==> config.mk <==
export PLATFORM = sky130hd
export DESIGN_NAME = i2c_master_bit_sequencer_unit
export DESIGN_NICKNAME = d
export VERILOG_FILES = /design/src/design/i2cm_pkg.sv /design/src/design/i2cm_front.sv /design/src/design/i2cm_queue.sv /design/src/design/i2cm_engine.sv /design/src/design/i2c_master_bit_sequencer_unit.sv
export SDC_FILE = /design/constraint.sdc
export NUM_CORES = 1
export LEC_CHECK = 0
export BUFFER_PORTS_ARGS = -buffer_cell sky130_fd_sc_hd__buf_2
export CAP_MARGIN = 15
export CORE_MARGIN = 4
export CORE_UTILIZATION = 58
export CTS_BUF_LIST = sky130_fd_sc_hd__clkbuf_4
export DETAILED_ROUTE_END_ITERATION = 8
export GPL_TIMING_DRIVEN = 1
export PLACE_DENSITY = 0.93
export SYNTH_ARGS = -nofsm -noshare
export SYNTH_HDL_FRONTEND = slang
export SYNTH_HIERARCHICAL = 1
export SYNTH_SLANG_ARGS = --single-unit
==> constraint.sdc <==
create_clock -name clk_i -period 4.85 [get_ports clk_i]
set_clock_uncertainty 0.2 [all_clocks]
set_input_delay 0.97 -clock clk_i [delete_from_list [all_inputs] [get_ports clk_i]]
set_output_delay 0.97 -clock clk_i [all_outputs]
set_load 0.01 [all_outputs]
==> src/design/i2cm_pkg.sv <==
// Shared types and constants for the I2C master bit sequencer.
`timescale 1ns / 1ps

package i2cm_pkg;

  localparam int unsigned BitsPerByte = 8;
  localparam logic [7:0] MsbMask = 8'h80;
  localparam logic [7:0] ProbeAddrMask = 8'hFE;
  localparam logic [2:0] LastBit = 3'(BitsPerByte - 1);
  localparam int unsigned DelayW = 16;
  localparam logic [DelayW-1:0] DelayReset = 16'd144;

  // Command codes as they arrive on func_i.
  typedef enum logic [2:0] {
    FUNC_NONE      = 3'd0,
    FUNC_START     = 3'd1,
    FUNC_STOP      = 3'd2,
    FUNC_WRITE     = 3'd3,
    FUNC_READ_ACK  = 3'd4,
    FUNC_READ_NACK = 3'd5,
    FUNC_PROBE     = 3'd6
  } func_e;

  // One classified tick, passed from the front end to the engine.
  typedef struct packed {
    func_e       func;
    logic [7:0]  tx;
    logic        sda;
  } item_t;

endpackage

==> src/design/i2cm_front.sv <==
// Front end: accepts ticks, classifies the command and registers the item.
`timescale 1ns / 1ps

module i2cm_front (
  input  logic            clk_i,
  input  logic            rst_ni,
  input  logic            in_valid_i,
  output logic            in_ready_o,
  input  logic [2:0]      func_i,
  input  logic [7:0]      tx_data_i,
  input  logic            sda_in_i,
  output logic            item_valid_o,
  output i2cm_pkg::item_t item_o,
  input  logic            item_ready_i
);
  import i2cm_pkg::*;

  logic  valid_q, valid_d;
  item_t item_q, item_d;
  func_e func_dec;
  logic  take;

  always_comb begin
    unique case (func_i)
      FUNC_START, FUNC_STOP, FUNC_WRITE, FUNC_READ_ACK, FUNC_READ_NACK, FUNC_PROBE:
        func_dec = func_e'(func_i);
      default: func_dec = FUNC_NONE;
    endcase
  end

  assign in_ready_o = !valid_q || item_ready_i;
  assign take       = in_valid_i && in_ready_o;

  always_comb begin
    valid_d = valid_q;
    item_d  = item_q;
    if (take) begin
      valid_d     = 1'b1;
      item_d.func = func_dec;
      item_d.tx   = (func_dec == FUNC_PROBE) ? (tx_data_i & ProbeAddrMask) : tx_data_i;
      item_d.sda  = sda_in_i;
    end else if (item_ready_i) begin
      valid_d = 1'b0;
    end
  end

  always_ff @(posedge clk_i or negedge rst_ni) begin
    if (!rst_ni) begin
      valid_q <= 1'b0;
    end else begin
      valid_q <= valid_d;
    end
  end

  always_ff @(posedge clk_i) begin
    item_q <= item_d;
  end

  assign item_valid_o = valid_q;
  assign item_o       = item_q;

endmodule

==> src/design/i2cm_queue.sv <==
// Short queue between the front end and the bus engine.
`timescale 1ns / 1ps

module i2cm_queue #(
  parameter int unsigned Depth = 2
) (
  input  logic            clk_i,
  input  logic            rst_ni,
  input  logic            wr_valid_i,
  output logic            wr_ready_o,
  input  i2cm_pkg::item_t wr_item_i,
  output logic            rd_valid_o,
  input  logic            rd_ready_i,
  output i2cm_pkg::item_t rd_item_o
);
  import i2cm_pkg::*;

  localparam int unsigned PtrW = (Depth > 1) ? $clog2(Depth) : 1;
  localparam int unsigned CntW = $clog2(Depth + 1);
  localparam logic [PtrW-1:0] LastPtr = PtrW'(Depth - 1);
  localparam logic [CntW-1:0] FullCnt = CntW'(Depth);

  item_t           mem_q [Depth];
  logic [PtrW-1:0] wr_ptr_q, wr_ptr_d, rd_ptr_q, rd_ptr_d;
  logic [CntW-1:0] count_q, count_d;
  logic            push, pop;

  assign wr_ready_o = (count_q != FullCnt);
  assign rd_valid_o = (count_q != '0);
  assign rd_item_o  = mem_q[rd_ptr_q];
  assign push       = wr_valid_i && wr_ready_o;
  assign pop        = rd_valid_o && rd_ready_i;

  always_comb begin
    wr_ptr_d = wr_ptr_q;
    rd_ptr_d = rd_ptr_q;
    count_d  = count_q;
    if (push) wr_ptr_d = (wr_ptr_q == LastPtr) ? '0 : wr_ptr_q + 1'b1;
    if (pop)  rd_ptr_d = (rd_ptr_q == LastPtr) ? '0 : rd_ptr_q + 1'b1;
    if (push && !pop) count_d = count_q + 1'b1;
    else if (pop && !push) count_d = count_q - 1'b1;
  end

  always_ff @(posedge clk_i or negedge rst_ni) begin
    if (!rst_ni) begin
      wr_ptr_q <= '0;
      rd_ptr_q <= '0;
      count_q  <= '0;
    end else begin
      wr_ptr_q <= wr_ptr_d;
      rd_ptr_q <= rd_ptr_d;
      count_q  <= count_d;
    end
  end

  always_ff @(posedge clk_i) begin
    if (push) mem_q[wr_ptr_q] <= wr_item_i;
  end

endmodule

==> src/design/i2cm_engine.sv <==
// Bus engine: phase sequencer for SCL/SDA, result register toward the receiver.
`timescale 1ns / 1ps

module i2cm_engine (
  input  logic                        clk_i,
  input  logic                        rst_ni,
  input  logic                        item_valid_i,
  output logic                        item_ready_o,
  input  i2cm_pkg::item_t             item_i,
  input  logic [i2cm_pkg::DelayW-1:0] delay_ticks_i,
  output logic                        out_valid_o,
  input  logic                        out_ready_i,
  output logic                        scl_out_o,
  output logic                        sda_out_o,
  output logic                        busy_res_o,
  output logic                        done_res_o,
  output logic [7:0]                  rx_byte_o,
  output logic                        no_ack_o
);
  import i2cm_pkg::*;

  typedef enum logic [3:0] {
    PH_IDLE, PH_ST0, PH_ST1, PH_ST2, PH_WA, PH_WB, PH_WC, PH_KA0,
    PH_KA1, PH_KA2, PH_RH, PH_RL, PH_AK0, PH_AK1, PH_AK2, PH_SP0
  } phase_e;

  phase_e            phase_q, phase_d, nxt;
  func_e             cmd_q, cmd_d;
  logic [2:0]        bit_q, bit_d;
  logic [7:0]        shift_q, shift_d;
  logic [DelayW-1:0] tick_q, tick_d;
  logic              ack_q, ack_d;
  logic              scl_q, scl_d, sda_q, sda_d;
  logic [7:0]        rx_q, rx_d;
  logic              done_q, done_d;
  logic              ovalid_q, ovalid_d;
  logic              pop, enter, finish;
  logic [DelayW-1:0] delay_eff;
  logic [DelayW:0]   tick_inc;

  assign item_ready_o = !ovalid_q || out_ready_i;
  assign pop          = item_valid_i && item_ready_o;
  assign delay_eff    = (delay_ticks_i == '0) ? DelayW'(1) : delay_ticks_i;
  assign tick_inc     = {1'b0, tick_q} + 1'b1;

  always_comb begin
    phase_d  = phase_q;
    cmd_d    = cmd_q;
    bit_d    = bit_q;
    shift_d  = shift_q;
    tick_d   = tick_q;
    ack_d    = ack_q;
    scl_d    = scl_q;
    sda_d    = sda_q;
    rx_d     = rx_q;
    done_d   = done_q;
    ovalid_d = ovalid_q;
    nxt      = PH_IDLE;
    enter    = 1'b0;
    finish   = 1'b0;

    if (pop) begin
      ovalid_d = 1'b1;
      done_d   = 1'b0;
      if (phase_q == PH_IDLE) begin
        if (item_i.func != FUNC_NONE) begin
          cmd_d = item_i.func;
          bit_d = '0;
          enter = 1'b1;
          unique case (item_i.func)
            FUNC_START: nxt = PH_ST0;
            FUNC_STOP:  nxt = PH_SP0;
            FUNC_WRITE: begin
              shift_d = item_i.tx;
              nxt     = PH_WA;
            end
            FUNC_READ_ACK, FUNC_READ_NACK: begin
              shift_d = '0;
              nxt     = PH_RH;
            end
            FUNC_PROBE: begin
              shift_d = item_i.tx;
              nxt     = PH_ST0;
            end
            default: enter = 1'b0;
          endcase
        end
      end else if (tick_inc < {1'b0, delay_eff}) begin
        tick_d = tick_inc[DelayW-1:0];
      end else begin
        enter = 1'b1;
        unique case (phase_q)
          PH_ST0: nxt = PH_ST1;
          PH_ST1: nxt = PH_ST2;
          PH_ST2: begin
            if (cmd_q == FUNC_PROBE) begin
              bit_d = '0;
              nxt   = PH_WA;
            end else begin
              finish = 1'b1;
            end
          end
          PH_WA: nxt = PH_WB;
          PH_WB: nxt = PH_WC;
          PH_WC: begin
            shift_d = {shift_q[6:0], 1'b0};
            if (bit_q != LastBit) begin
              bit_d = bit_q + 1'b1;
              nxt   = PH_WA;
            end else begin
              nxt = PH_KA0;
            end
          end
          PH_KA0: nxt = PH_KA1;
          PH_KA1: begin
            ack_d = item_i.sda;
            nxt   = PH_KA2;
          end
          PH_KA2: begin
            if (cmd_q == FUNC_PROBE) nxt = PH_SP0;
            else finish = 1'b1;
          end
          PH_RH: begin
            shift_d = {shift_q[6:0], item_i.sda};
            nxt     = PH_RL;
          end
          PH_RL: begin
            if (bit_q != LastBit) begin
              bit_d = bit_q + 1'b1;
              nxt   = PH_RH;
            end else begin
              nxt = PH_AK0;
            end
          end
          PH_AK0: nxt = PH_AK1;
          PH_AK1: nxt = PH_AK2;
          PH_AK2: begin
            rx_d   = shift_q;
            sda_d  = 1'b1;
            finish = 1'b1;
          end
          PH_SP0: begin
            sda_d  = 1'b1;
            finish = 1'b1;
          end
          default: finish = 1'b1;
        endcase
        if (finish) enter = 1'b0;
      end
    end else if (out_ready_i) begin
      ovalid_d = 1'b0;
    end

    if (finish) begin
      phase_d = PH_IDLE;
      tick_d  = '0;
      bit_d   = '0;
      cmd_d   = FUNC_NONE;
      done_d  = 1'b1;
    end

    if (enter) begin
      phase_d = nxt;
      tick_d  = '0;
      unique case (nxt)
        PH_ST0: begin scl_d = 1'b1; sda_d = 1'b1; end
        PH_ST1: begin scl_d = 1'b1; sda_d = 1'b0; end
        PH_ST2: begin scl_d = 1'b0; sda_d = 1'b0; end
        PH_WA:  begin scl_d = 1'b0; sda_d = ((shift_d & MsbMask) != '0); end
        PH_WB:  scl_d = 1'b1;
        PH_WC: begin
          scl_d = 1'b0;
          if (bit_d == LastBit) sda_d = 1'b1;
        end
        PH_KA0: begin scl_d = 1'b0; sda_d = 1'b1; end
        PH_KA1: begin scl_d = 1'b1; sda_d = 1'b1; end
        PH_KA2: begin scl_d = 1'b0; sda_d = 1'b1; end
        PH_RH:  begin scl_d = 1'b1; sda_d = 1'b1; end
        PH_RL:  begin scl_d = 1'b0; sda_d = 1'b1; end
        PH_AK0: begin scl_d = 1'b0; sda_d = (cmd_d != FUNC_READ_ACK); end
        PH_AK1: scl_d = 1'b1;
        PH_AK2: scl_d = 1'b0;
        PH_SP0: begin scl_d = 1'b1; sda_d = 1'b0; end
        default: ;
      endcase
    end
  end

  always_ff @(posedge clk_i or negedge rst_ni) begin
    if (!rst_ni) begin
      phase_q  <= PH_IDLE;
      cmd_q    <= FUNC_NONE;
      bit_q    <= '0;
      shift_q  <= '0;
      tick_q   <= '0;
      ack_q    <= 1'b0;
      scl_q    <= 1'b1;
      sda_q    <= 1'b1;
      rx_q     <= '0;
      done_q   <= 1'b0;
      ovalid_q <= 1'b0;
    end else begin
      phase_q  <= phase_d;
      cmd_q    <= cmd_d;
      bit_q    <= bit_d;
      shift_q  <= shift_d;
      tick_q   <= tick_d;
      ack_q    <= ack_d;
      scl_q    <= scl_d;
      sda_q    <= sda_d;
      rx_q     <= rx_d;
      done_q   <= done_d;
      ovalid_q <= ovalid_d;
    end
  end

  assign out_valid_o = ovalid_q;
  assign scl_out_o   = scl_q;
  assign sda_out_o   = sda_q;
  assign busy_res_o  = (phase_q != PH_IDLE);
  assign done_res_o  = done_q;
  assign rx_byte_o   = rx_q;
  assign no_ack_o    = ack_q;

  a_done_idle: assert property (@(posedge clk_i) disable iff (!rst_ni)
    done_q |-> phase_q == PH_IDLE)
    else $error("done raised while a command is still running");

  a_busy_has_cmd: assert property (@(posedge clk_i) disable iff (!rst_ni)
    phase_q != PH_IDLE |-> cmd_q != FUNC_NONE)
    else $error("sequencer busy without an active command");

  a_stall_holds: assert property (@(posedge clk_i) disable iff (!rst_ni)
    ovalid_q && !out_ready_i |=> $stable(phase_q) && $stable(tick_q) && $stable(scl_q))
    else $error("engine advanced while its result was stalled");

  a_tick_bound: assert property (@(posedge clk_i) disable iff (!rst_ni)
    phase_q == PH_IDLE |-> tick_q == '0 && bit_q == '0)
    else $error("idle engine holds a stale counter");

endmodule

==> src/design/i2c_master_bit_sequencer_unit.sv <==
// I2C master bit sequencer: top level with configuration register and front/back split.
//
// Usage: every transaction on the input channel (in_valid_i/in_ready_o) is one bus
// tick carrying func_i, tx_data_i and the sampled SDA level sda_in_i. Every tick
// produces exactly one result transaction on the output channel
// (out_valid_o/out_ready_i) with the SCL/SDA drive levels, busy, done, the last
// read byte and the last ACK sample. Commands arriving while busy are ignored.
// An input transaction passes through the front register, the queue and the engine
// register before its result appears; throughput is one tick per cycle while the
// receiver does not stall. A front register and a QueueDepth-entry queue decouple
// input from the engine, so input keeps flowing while a result waits.
// When the receiver stalls, the engine holds its state and result; the queue
// fills and then in_ready_o drops.
// Reset: lines released, engine idle, delay_ticks back to 144, queue empty. delay_ticks
// sits at APB address 0; the user must write it only while idle (not enforced).
`timescale 1ns / 1ps

module i2c_master_bit_sequencer_unit #(
  parameter int unsigned QueueDepth = 2
) (
  input  logic        clk_i,
  input  logic        rst_ni,
  input  logic        psel,
  input  logic        penable,
  input  logic        pwrite,
  input  logic [2:0]  paddr,
  input  logic [31:0] pwdata,
  output logic [31:0] prdata,
  output logic        pready,
  input  logic        in_valid_i,
  output logic        in_ready_o,
  input  logic [2:0]  func_i,
  input  logic [7:0]  tx_data_i,
  input  logic        sda_in_i,
  output logic        out_valid_o,
  input  logic        out_ready_i,
  output logic        scl_out_o,
  output logic        sda_out_o,
  output logic        busy_res_o,
  output logic        done_res_o,
  output logic [7:0]  rx_byte_o,
  output logic        no_ack_o
);
  import i2cm_pkg::*;

  logic [DelayW-1:0] delay_q;
  logic              cfg_wr;
  logic              fe_valid, fe_ready, q_valid, q_ready;
  item_t             fe_item, q_item;

  assign pready = 1'b1;
  assign cfg_wr = psel && penable && pwrite && pready && (paddr[2] == 1'b0);
  assign prdata = (paddr[2] == 1'b0) ? {{(32-DelayW){1'b0}}, delay_q} : '0;

  always_ff @(posedge clk_i or negedge rst_ni) begin
    if (!rst_ni) begin
      delay_q <= DelayReset;
    end else if (cfg_wr) begin
      delay_q <= pwdata[DelayW-1:0];
    end
  end

  i2cm_front u_front (
    .clk_i        (clk_i),
    .rst_ni       (rst_ni),
    .in_valid_i   (in_valid_i),
    .in_ready_o   (in_ready_o),
    .func_i       (func_i),
    .tx_data_i    (tx_data_i),
    .sda_in_i     (sda_in_i),
    .item_valid_o (fe_valid),
    .item_o       (fe_item),
    .item_ready_i (fe_ready)
  );

  i2cm_queue #(
    .Depth (QueueDepth)
  ) u_queue (
    .clk_i      (clk_i),
    .rst_ni     (rst_ni),
    .wr_valid_i (fe_valid),
    .wr_ready_o (fe_ready),
    .wr_item_i  (fe_item),
    .rd_valid_o (q_valid),
    .rd_ready_i (q_ready),
    .rd_item_o  (q_item)
  );

  i2cm_engine u_engine (
    .clk_i         (clk_i),
    .rst_ni        (rst_ni),
    .item_valid_i  (q_valid),
    .item_ready_o  (q_ready),
    .item_i        (q_item),
    .delay_ticks_i (delay_q),
    .out_valid_o   (out_valid_o),
    .out_ready_i   (out_ready_i),
    .scl_out_o     (scl_out_o),
    .sda_out_o     (sda_out_o),
    .busy_res_o    (busy_res_o),
    .done_res_o    (done_res_o),
    .rx_byte_o     (rx_byte_o),
    .no_ack_o      (no_ack_o)
  );

endmodule

**Word-level counts from Yosys, hierarchy flattened**

Memories as Yosys holds them, arrays and structs flattened.
Index checks and enable logic that the tools add are counted.
W data, S select, Z words.

- Add/sub/neg operators: 6
- Magnitude comparators: 1
- Equal/unequal tests: 52
- Muxes and demuxes: 72
- Bitwise logic cells: 3
- Reduce and logical (&&, ||, !) cells: 46

Operator list:

| kind | number |
|---|---|
| $mux W16 | 7 |
| $eq A4 B4 Y1 const B | 16 |
| $pmux W4 S13 | 1 |
| $mux W3 | 14 |
| $eq A4 B3 Y1 const B | 8 |
| $mux W8 | 4 |
| $pmux W8 S2 | 2 |
| $mux W1 | 29 |
| $mux W4 | 7 |
| $eq A3 B3 Y1 const B | 9 |
| $reduce_or A6 Y1 | 3 |
| $add A16 B1 Y17 const B | 1 |
| $lt A17 B16 Y1 | 1 |
| $eq A4 B2 Y1 const B | 4 |
| $logic_not A16 Y1 | 1 |
| $pmux W4 S4 | 1 |
| $reduce_bool A2 Y1 | 7 |
| $eq A3 B2 Y1 const B | 4 |
| $reduce_bool A3 Y1 | 4 |
| $reduce_or A2 Y1 | 6 |
| $reduce_or A11 Y1 | 1 |
| $ne A3 B3 Y1 const B | 3 |
| $eq A4 B1 Y1 const B | 2 |
| $logic_and A1 B1 Y1 | 8 |
| 24 further kinds | 37 |

- Flip-flop bits (word level): 80
- Memory bits (writable): 24
- Logic and storage cells: 202
- Memories kept: 1

Memories:

| memory | words | width | rd ports | clocked after memory_dff | wr ports | line | text |
|---|---|---|---|---|---|---|---|
| u_queue.mem_q | 2 | 12 | 1 | 0 | 1 | i2cm_queue.sv:23 | `item_t mem_q [Depth];` |

**Longest topological paths before layout**

Gate-level depths: netlist (run 1).

- Depth in word-level cells: 14
- Gate-level depth with buffers: 21

**Cells and area by module**

The synthesis (run 1) kept the hierarchy.

By module, submodules not included:

| module | times used | cells each | area an instance (µm²) | seq. area each (µm²) |
|---|---|---|---|---|
| i2cm_engine | 1 | 401 | 3430.8 | 1178.6 |
| i2cm_queue | 1 | 55 | 1078.5 | 820.8 |
| i2c_master_bit_sequencer_unit | 1 | 70 | 902.1 | 402.9 |
| i2cm_front | 1 | 21 | 446.7 | 385.4 |

**Worst setup path after synthesis (run 1)**

OpenSTA, ideal clock, no wires.

- Path kind: register -> register
- Start: register u_engine.tick_q[0]
- End: register u_engine.sda_q (netlist: u_engine/sda_out_o)
- Arrival time: 3.797 ns
- Required time: 4.570 ns
- Setup slack: 0.773 ns
- Stages on the path, launching flop included: 21
- Clock period less this slack: 4.077 ns
- Cells stage by stage: dfrtp_1 > and3_1 > clkbuf_1 > and3_1 > and3_1 > clkbuf_1 > nand2_1 > nor2_1 > xor2_1 > ha_1 > nand3_1 > nor3_1 > nor4_1 > o21ai_1 > or2_1 > buf_6 > a31o_2 > nor3_2 > a31oi_1 > a21o_1 > o2111a_1

- Cells in the longest elaborated chain, start to end: 10
- Elaborated cells on any way between the ends: 41

Ends and longest elaborated chain:

| element | line | text |
|---|---|---|
| from (decl) | i2cm_engine.sv:31 | `logic [DelayW-1:0] tick_q, tick_d;` |
| from (signal assigned) | i2cm_engine.sv:207 | `tick_q <= tick_d;` |
| $add A16 B1 Y17 (*) | i2cm_engine.sv:44 | `assign tick_inc = {1'b0, tick_q} + 1'b1;` |
| $lt A17 B16 Y1 (*) | i2cm_engine.sv:88 | `end else if (tick_inc < {1'b0, delay_eff}) begin` |
| $mux W3 or $mux W1 (tied branches) | i2cm_engine.sv:88 |  |
| $mux W3 or $mux W1 (tied branches) | i2cm_engine.sv:65 | `if (phase_q == PH_IDLE) begin` |
| $mux W3 or $mux W1 (tied branches) | i2cm_engine.sv:62 | `if (pop) begin` |
| $mux W3 | i2cm_engine.sv:154 | `if (finish) begin` |
| $eq A3 B3 Y1 | i2cm_engine.sv:173 | `if (bit_d == LastBit) sda_d = 1'b1;` |
| $mux W1 | i2cm_engine.sv:173 |  |
| $pmux W1 S5 | i2cm_engine.sv:165 | `unique case (nxt)` |
| $mux W1 (*) | i2cm_engine.sv:162 | `if (enter) begin` |
| via u_engine.sda_d | i2cm_engine.sv:33 | `logic scl_q, scl_d, sda_q, sda_d;` |
| to (signal assigned) | i2cm_engine.sv:198 | `sda_q <= 1'b1;` |
| to (signal assigned) | i2cm_engine.sv:210 | `sda_q <= sda_d;` |
| to (decl) | i2cm_engine.sv:33 |  |

The timed path passes the listed nets; every way through them passes the cells marked *. The select of a mux whose other input is x is not followed.
A chain may end at the register's enable or synchronous reset.

**Worst setup path in the final report (run 1)**

Same ends and word-level chain as after synthesis.

==> flow_metrics.py, run 1 <==
metrics = {
    "logic_synthesis": {
        "synthesis.area_um2": 5860,
        "syn_inst": 547,
        "ys_ff_latch": 104,
        "ys_seq_area_share_pct": 47.6,
        "synth.distinct_cells": 81,
        "synth-async-reset-ratio_pct": 65.4,
        "synth_top_flop_cell": "dfrtp_1",
        "yosys_warnings": 6,
        "synth_edf_count": 36,
        "syn_avg_cell_area_um2": 10.7,
    },
    "drt": {
        "dr.pass1.iters": 5,
        "drc": 0,
        "route.antenna.remaining_nets": 0,
        "wire_per_inst_um": 17.0,
        "wl_mm": 12.6,
        "vias": 4433,
        "vias_per_cell": 5.97,
        "drt_iter0_markers": 413,
    },
    "final_layout": {
        "syn_to_final_growth_pct": 9.29,
        "nets": 677,
        "final_layout_size_suffix_gt1_share_pct": 26.1,
        "antenna_cells": 0,
        "fin_cells": 743,
    },
    "place": {
        "place_inst": 725,
        "dp_hpwl_mm": 9.02,
        "place.gp.congestion": 0.916,
        "port_buffers": 66,
        "pre_cts_ws_ns": 0.252,
    },
    "clock_tree": {
        "cts_buffers": 9,
        "ctsHoldBuffers": 0,
        "root_buffer": "clkbuf_4",
        "cts-htree-levels": 3,
        "clk_path_buf_depth": 2,
        "cts.clk_slew.worst_paths_ns": 0.19,
        "cts_tree": "yes",
        "clock_latency_ns": 0.49,
        "cts_sinks": 104,
    },
    "global_route": {
        "grt.overflow.total": 0,
        "first_global_vias": 4341,
        "antenna_found_initial": 0,
        "grt_max_degree": 37,
        "grt_pass1_wl_mm": 20.7,
        "grt_util_all_layers_pct": 22.2,
    },
    "timing": {
        "fmax_mhz": 216,
        "fin_ws_ns": 0.225,
        "setup_violations": 0,
        "period_share_pct": 95.4,
        "fin_tns_setup_ns": 0,
        "finalMaxSlewViolations": 0,
        "hold_viol": 0,
        "hold_slack_ns": 0.249,
        "max_slew.worst_pin.slew_ns": 0.966,
        "period_needed_ns": 4.63,
        "max-slew-margin-rel_pct": 35.4,
    },
    "critical_path": {
        "crit_path_end_kind": "flop",
        "cp_max_fo": 10,
        "cp.arrival_ns": 4.84,
        "critPathLaunchType": "flop",
        "critPathKind": "reg -> reg",
        "cp.required_ns": 5.07,
    },
    "floorplan": {
        "dieWidth_um": 109,
        "start_util_pct": 59.7,
        "die_area_um2": 11800,
        "ios": 102,
        "row_count": 36,
        "dieHeight_um": 109,
        "core_um2": 9820,
    },
    "min_path": {
        "hold_path_class": "reg -> reg",
    },
    "power": {
        "p_leak_nw": 2.91,
        "ir_drop_uv": 338,
        "p_total_mw": 3.13,
        "p_per_area_nw_per_um2": 490,
    },
    "run_status": {
        "status": "completed",
    },
    "job": {
        "maxCapViolations": 0,
    },
}
[power breakdown]
group          internal [mW]  switching, mW
combinational          0.534          0.737
clock                  0.172          0.319
sequential              1.16          0.217
[per-layer routing]
metal  vias up  global-route usage (%)  part of all wire, %
met1      2148                    27.2                   38
li1       2038                       -                    -
met5         -                       0                    0
met2       223                    38.3                   53
met4         0                    7.48                  2.0
met3        24                    5.49                  6.6
[cells in the final DEF (no fill, tap or decap), types with 7 or more instances in the layout]
master,Yosys,layout
buf_2,3,66
dfrtp_1,64,63
nand2_1,47,47
nor2_1,46,45
edfxtp_1,36,36
mux2_2,27,27
a21oi_1,23,23
o21ai_0,22,22
inv_1,18,18
nand3_1,18,18
ha_1,18,18
conb_1,2,17
nor2b_1,15,15
xnor2_1,12,12
and3_1,11,11
mux2_4,10,10
a22oi_1,10,10
clkbuf_4,0,9
xor2_1,10,9
and2b_1,7,7
buf_4,17,7
[worst max-delay path, stage by stage, from the launching register on]
cell and delay (ns):
dfrtp_2 0.46, ha_1 0.26, and3_1 0.27, and3_1 0.24, nand3_1 0.22, nor2_2 0.25, xor2_2 0.26, ha_1 0.30
nand2_1 0.15, nor3_1 0.08, nor4_2 0.25, o21ai_1 0.18, nor2_4 0.34, o32ai_1 0.26, buf_4 0.23, nor2_1 0.13
nand2_1 0.07, a2bb2oi_1 0.14, o2111a_1 0.27
[cell families (layout without fill, tap and decap cells)]
kind of cell	count (synthesis)	in the layout	share of synthesized area, %
AOI/OAI and AO/OA	108	108	13.4
xor gates and xnor gates	22	22	3.29
adders and majority gates	18	18	3.84
buffers and inverters	60	108	5.51
DFF	104	104	47.6
muxes	41	41	8.46
other	2	17	0.128
and+or+nand+nor	192	192	17.8
[path summary, 6_finish.rpt]
kind                                     from                  end  slack, ns  cells past startpoint
max                        u_engine/tick_q[0]   u_engine/sda_out_o       0.22                     18
min                         u_front/item_o[8]  u_queue/mem_q[0][8]       0.25                      0
max reg2reg                u_engine/tick_q[0]   u_engine/sda_out_o       0.22                     18
min reg2reg                 u_front/item_o[8]  u_queue/mem_q[0][8]       0.25                      0
max in group asynchronous              rst_ni   u_engine/sda_out_o       3.09                      2
min in group asynchronous              rst_ni           delay_q[9]       0.36                      1
[state kept, by name, indices dropped and copies added, names as in the netlist]
name,flops
u_queue/wr_ptr_q,1
u_engine/cmd_q,3
u_engine/no_ack_o,1
u_engine/done_res_o,1
u_front/item_valid_o,1
u_queue/count_q,2
u_front/item_o,12
u_engine/shift_q,8
u_engine/out_valid_o,1
u_engine/phase_q,4
u_engine/rx_byte_o,8
u_queue/rd_ptr_q,1
delay_q,16
u_queue/mem_q,24
u_engine/tick_q,16
u_engine/scl_out_o,1
u_engine/sda_out_o,1
u_engine/bit_q,3
[synth_stat cells, drive strengths merged (10+ instances only)]
master  instances  area share (%)
a21oi          23             2.0
a22oi          10             1.3
and3           12             1.4
buf            26             3.3
clkbuf         15            0.96
dfrtp          64              27
edfxtp         36              18
ha             18             3.8
inv            19             1.2
mux2           38             7.9
nand2          48             3.2
nand3          18             1.5
nor2           48             3.2
nor2b          15             1.6
o21ai          25             2.1
xnor2          12             1.8
xor2           10             1.5
[stage by stage]
step	util [%]	instance area, µm²
after floorplan	-	5910
after global placement	63.1	6200
after detailed placement	63.1	6200
after CTS	64.8	6360
after global routing	65.2	6400
final	65.2	6400
[what timing repair did]
| item | 4_1_cts | 5_1_grt |
|---|---|---|
| resized for setup | 0 | 5 |
| buffers inserted | 0 | 2 |
| endpoints found under the setup margin | 0 | 19 |
[area by class of cell]
cell class / instances / area (µm²)
clock buffer: 9 / 67.6
fill: 733 / 3420
clock inverter: 7 / 98.8
sequential: 104 / 2790
inverter: 19 / 71.3
multi-input combinational: 398 / 2830
timing repair buffer: 73 / 383
tap: 133 / 166
Note: power is estimated with default switching activity, not from simulation.
==> inputs of run 2 (changes only) <==
Settings changed: RECOVER_POWER set to 100, SETUP_SLACK_MARGIN set to 0.5.
==> run 2 against run 1 <==
  * The flow now finishes with violations (max-capacitance violations, max-slew violations)
  * Highest routed layer unchanged
  * Largest power group unchanged
  * Die area unchanged
  * Clock power is essentially flat
  * Global-route usage increased by 0.54 points
  * Power increased by 1.5%
  * Core utilization rose by 1.1 points
  * Non-clock buffer count up 15
  * Critical path type unchanged
  * Design area increased by 1.8%
  * Combinational power rose by 4%
  * Hold slack barely moved
==> flow_metrics.py, run 2 (synthesized netlist as in run 1, its figures left out) <==
metrics = {
    "timing": {
        "setup_violations": 0,
        "fmax_mhz": 222,
        "period_share_pct": 93.1,
        "grt_setup_unrepaired": "true",
        "max_slew.worst_pin.slew_ns": 1.93,
        "period_needed_ns": 4.51,
        "fin_ws_ns": 0.336,
        "finalMaxSlewViolations": 71,
        "fin_tns_setup_ns": 0,
        "max-slew-margin-rel_pct": -28.6,
        "hold_slack_ns": 0.249,
        "hold_viol": 0,
    },
    "clock_tree": {
        "cts_sinks": 104,
        "root_buffer": "clkbuf_4",
        "cts.clk_slew.worst_paths_ns": 0.19,
        "cts-htree-levels": 3,
        "clk_path_buf_depth": 2,
        "ctsHoldBuffers": 0,
        "cts_buffers": 9,
        "clock_latency_ns": 0.49,
        "cts_tree": "yes",
    },
    "drt": {
        "vias": 4578,
        "wl_met1_mm": 4.94,
        "wl_mm": 13.4,
        "drt_iter0_markers": 460,
        "vias_per_cell": 6.04,
        "routed.top_layer": "met4",
        "drc": 0,
        "wire_per_inst_um": 17.7,
        "route.antenna.remaining_nets": 0,
        "routed-wl-met2_mm": 7.07,
        "wl_met3_mm": 1.00,
        "dr.pass1.iters": 5,
    },
    "floorplan": {
        "dieHeight_um": 109,
        "dieWidth_um": 109,
        "die_area_um2": 11800,
        "core_um2": 9820,
        "ios": 102,
        "row_count": 36,
        "start_util_pct": 59.7,
    },
    "critical_path": {
        "path_buf_inv": 0,
        "cp.arrival_ns": 4.73,
        "max_stage_delay_ns": 0.46,
        "critPathKind": "reg -> reg",
        "cp_max_fo": 7,
        "crit_family": "simple AND/OR/NAND/NOR gates",
        "crit_chain": "and3_4, and3_1, and3_4, nand2_1, nor2_2, xor2_1, ha_1, nand3_2, nor3_1, nor4_1, o21ai_0, or2_0, and3_4, o31ai_4, nand2_1, o221ai_1, o2111a_1",
        "critPathLaunchType": "flop",
        "critPathMostFrequentCell": "and3_4",
        "slowest_stage": "dfrtp_1",
        "cp.required_ns": 5.07,
        "crit_path_end_kind": "flop",
    },
    "final_layout": {
        "multiInputGateArea_um2": 2860,
        "reg_top3": "u_queue/mem_q x24, delay_q x16, u_engine/tick_q x16",
        "antenna_cells": 0,
        "final_layout_size_suffix_gt1_share_pct": 22.2,
        "nFillCells": 730,
        "largest_reg_flops": 24,
        "seqCellArea_um2": 2790,
        "nets": 692,
        "final_area_um2": 6520,
        "layout_common_cells": "dfrtp_1 (62), nand2_1 (47), nor2_1 (42), edfxtp_1 (36), clkbuf_1 (34)",
        "syn_to_final_growth_pct": 11.2,
        "top_register": "u_queue/mem_q",
        "fin_cells": 758,
        "final_common_cell": "dfrtp_1",
        "final_util_pct": 66.3,
    },
    "global_route": {
        "grt_util_all_layers_pct": 22.8,
        "grt_max_degree": 37,
        "grt_pass1_wl_mm": 21.2,
        "first_global_vias": 4463,
        "grt.overflow.total": 0,
        "antenna_found_initial": 0,
    },
    "power": {
        "p_leak_nw": 2.78,
        "p_per_area_nw_per_um2": 488,
        "ir_drop_uv": 338,
        "p_total_mw": 3.18,
    },
    "place": {
        "port_buffers": 66,
        "pre_cts_ws_ns": 0.252,
        "place.gp.congestion": 0.916,
        "place_inst": 725,
        "dp_hpwl_mm": 9.02,
        "placed_cell_area_um2": 6200,
    },
    "min_path": {
        "hold_path_class": "reg -> reg",
    },
    "run_status": {
        "failed_checks": "max-capacitance violations, max-slew violations",
        "status": "complete, but fails checks",
    },
    "job": {
        "maxCapViolations": 2,
    },
}
run 2: cell type report:
cell class	instances	area share, %
Timing Repair Buffer	88	7.11
Inverter	19	1.09
Tap cell	133	2.55
Clock buffer	9	1.04
Multi-Input combinational cell	398	43.9
Clock inverter	7	1.52
Sequential cell	104	42.8
run 2: per-layer routing:
| layer | up-vias | track usage, % |
|---|---|---|
| met2 | 252 | 39.1 |
| li1 | 2064 | - |
| met5 | - | 0 |
| met4 | 0 | 8.57 |
| met1 | 2218 | 27.6 |
| met3 | 44 | 5.79 |
run 2: final timing paths:
check	start	endpoint	slack, ns	cells past startpoint
worst max-delay path	u_engine/tick_q[1]	u_engine/sda_out_o	0.34	17
worst min-delay path	u_front/item_o[8]	u_queue/mem_q[0][8]	0.25	0
worst max register to register	u_engine/tick_q[1]	u_engine/sda_out_o	0.34	17
worst min register to register	u_front/item_o[8]	u_queue/mem_q[0][8]	0.25	0
max in group asynchronous	rst_ni	u_engine/tick_q[4]	1.04	2
min in group asynchronous	rst_ni	delay_q[3]	0.79	1
run 2: repair_timing:
action / CTS / global route
pin swaps: 5 / 9
buffers inserted: 8 / 9
setup endpoints to repair: 23 / 29
resized for setup: 12 / 20
run 2: power by group:
| group | leakage, nW | internal [mW] | switching (mW) |
|---|---|---|---|
| combinational | 1.49 | 0.533 | 0.784 |
| sequential | 1.20 | 1.16 | 0.215 |
| clock | 0.0842 | 0.172 | 0.320 |
| total | 2.78 | 1.86 | 1.32 |
run 2: worst register-to-register path, delay by kind of cell, from the launching register on:
kind                     cells  cell delay, ns
AND/OR/NAND/NOR             11            2.30
flip-flops                   1            0.46
adder cells (fa/ha/maj)      1            0.30
AO/OA/AOI/OAI                4            0.97
XOR/XNOR                     1            0.21
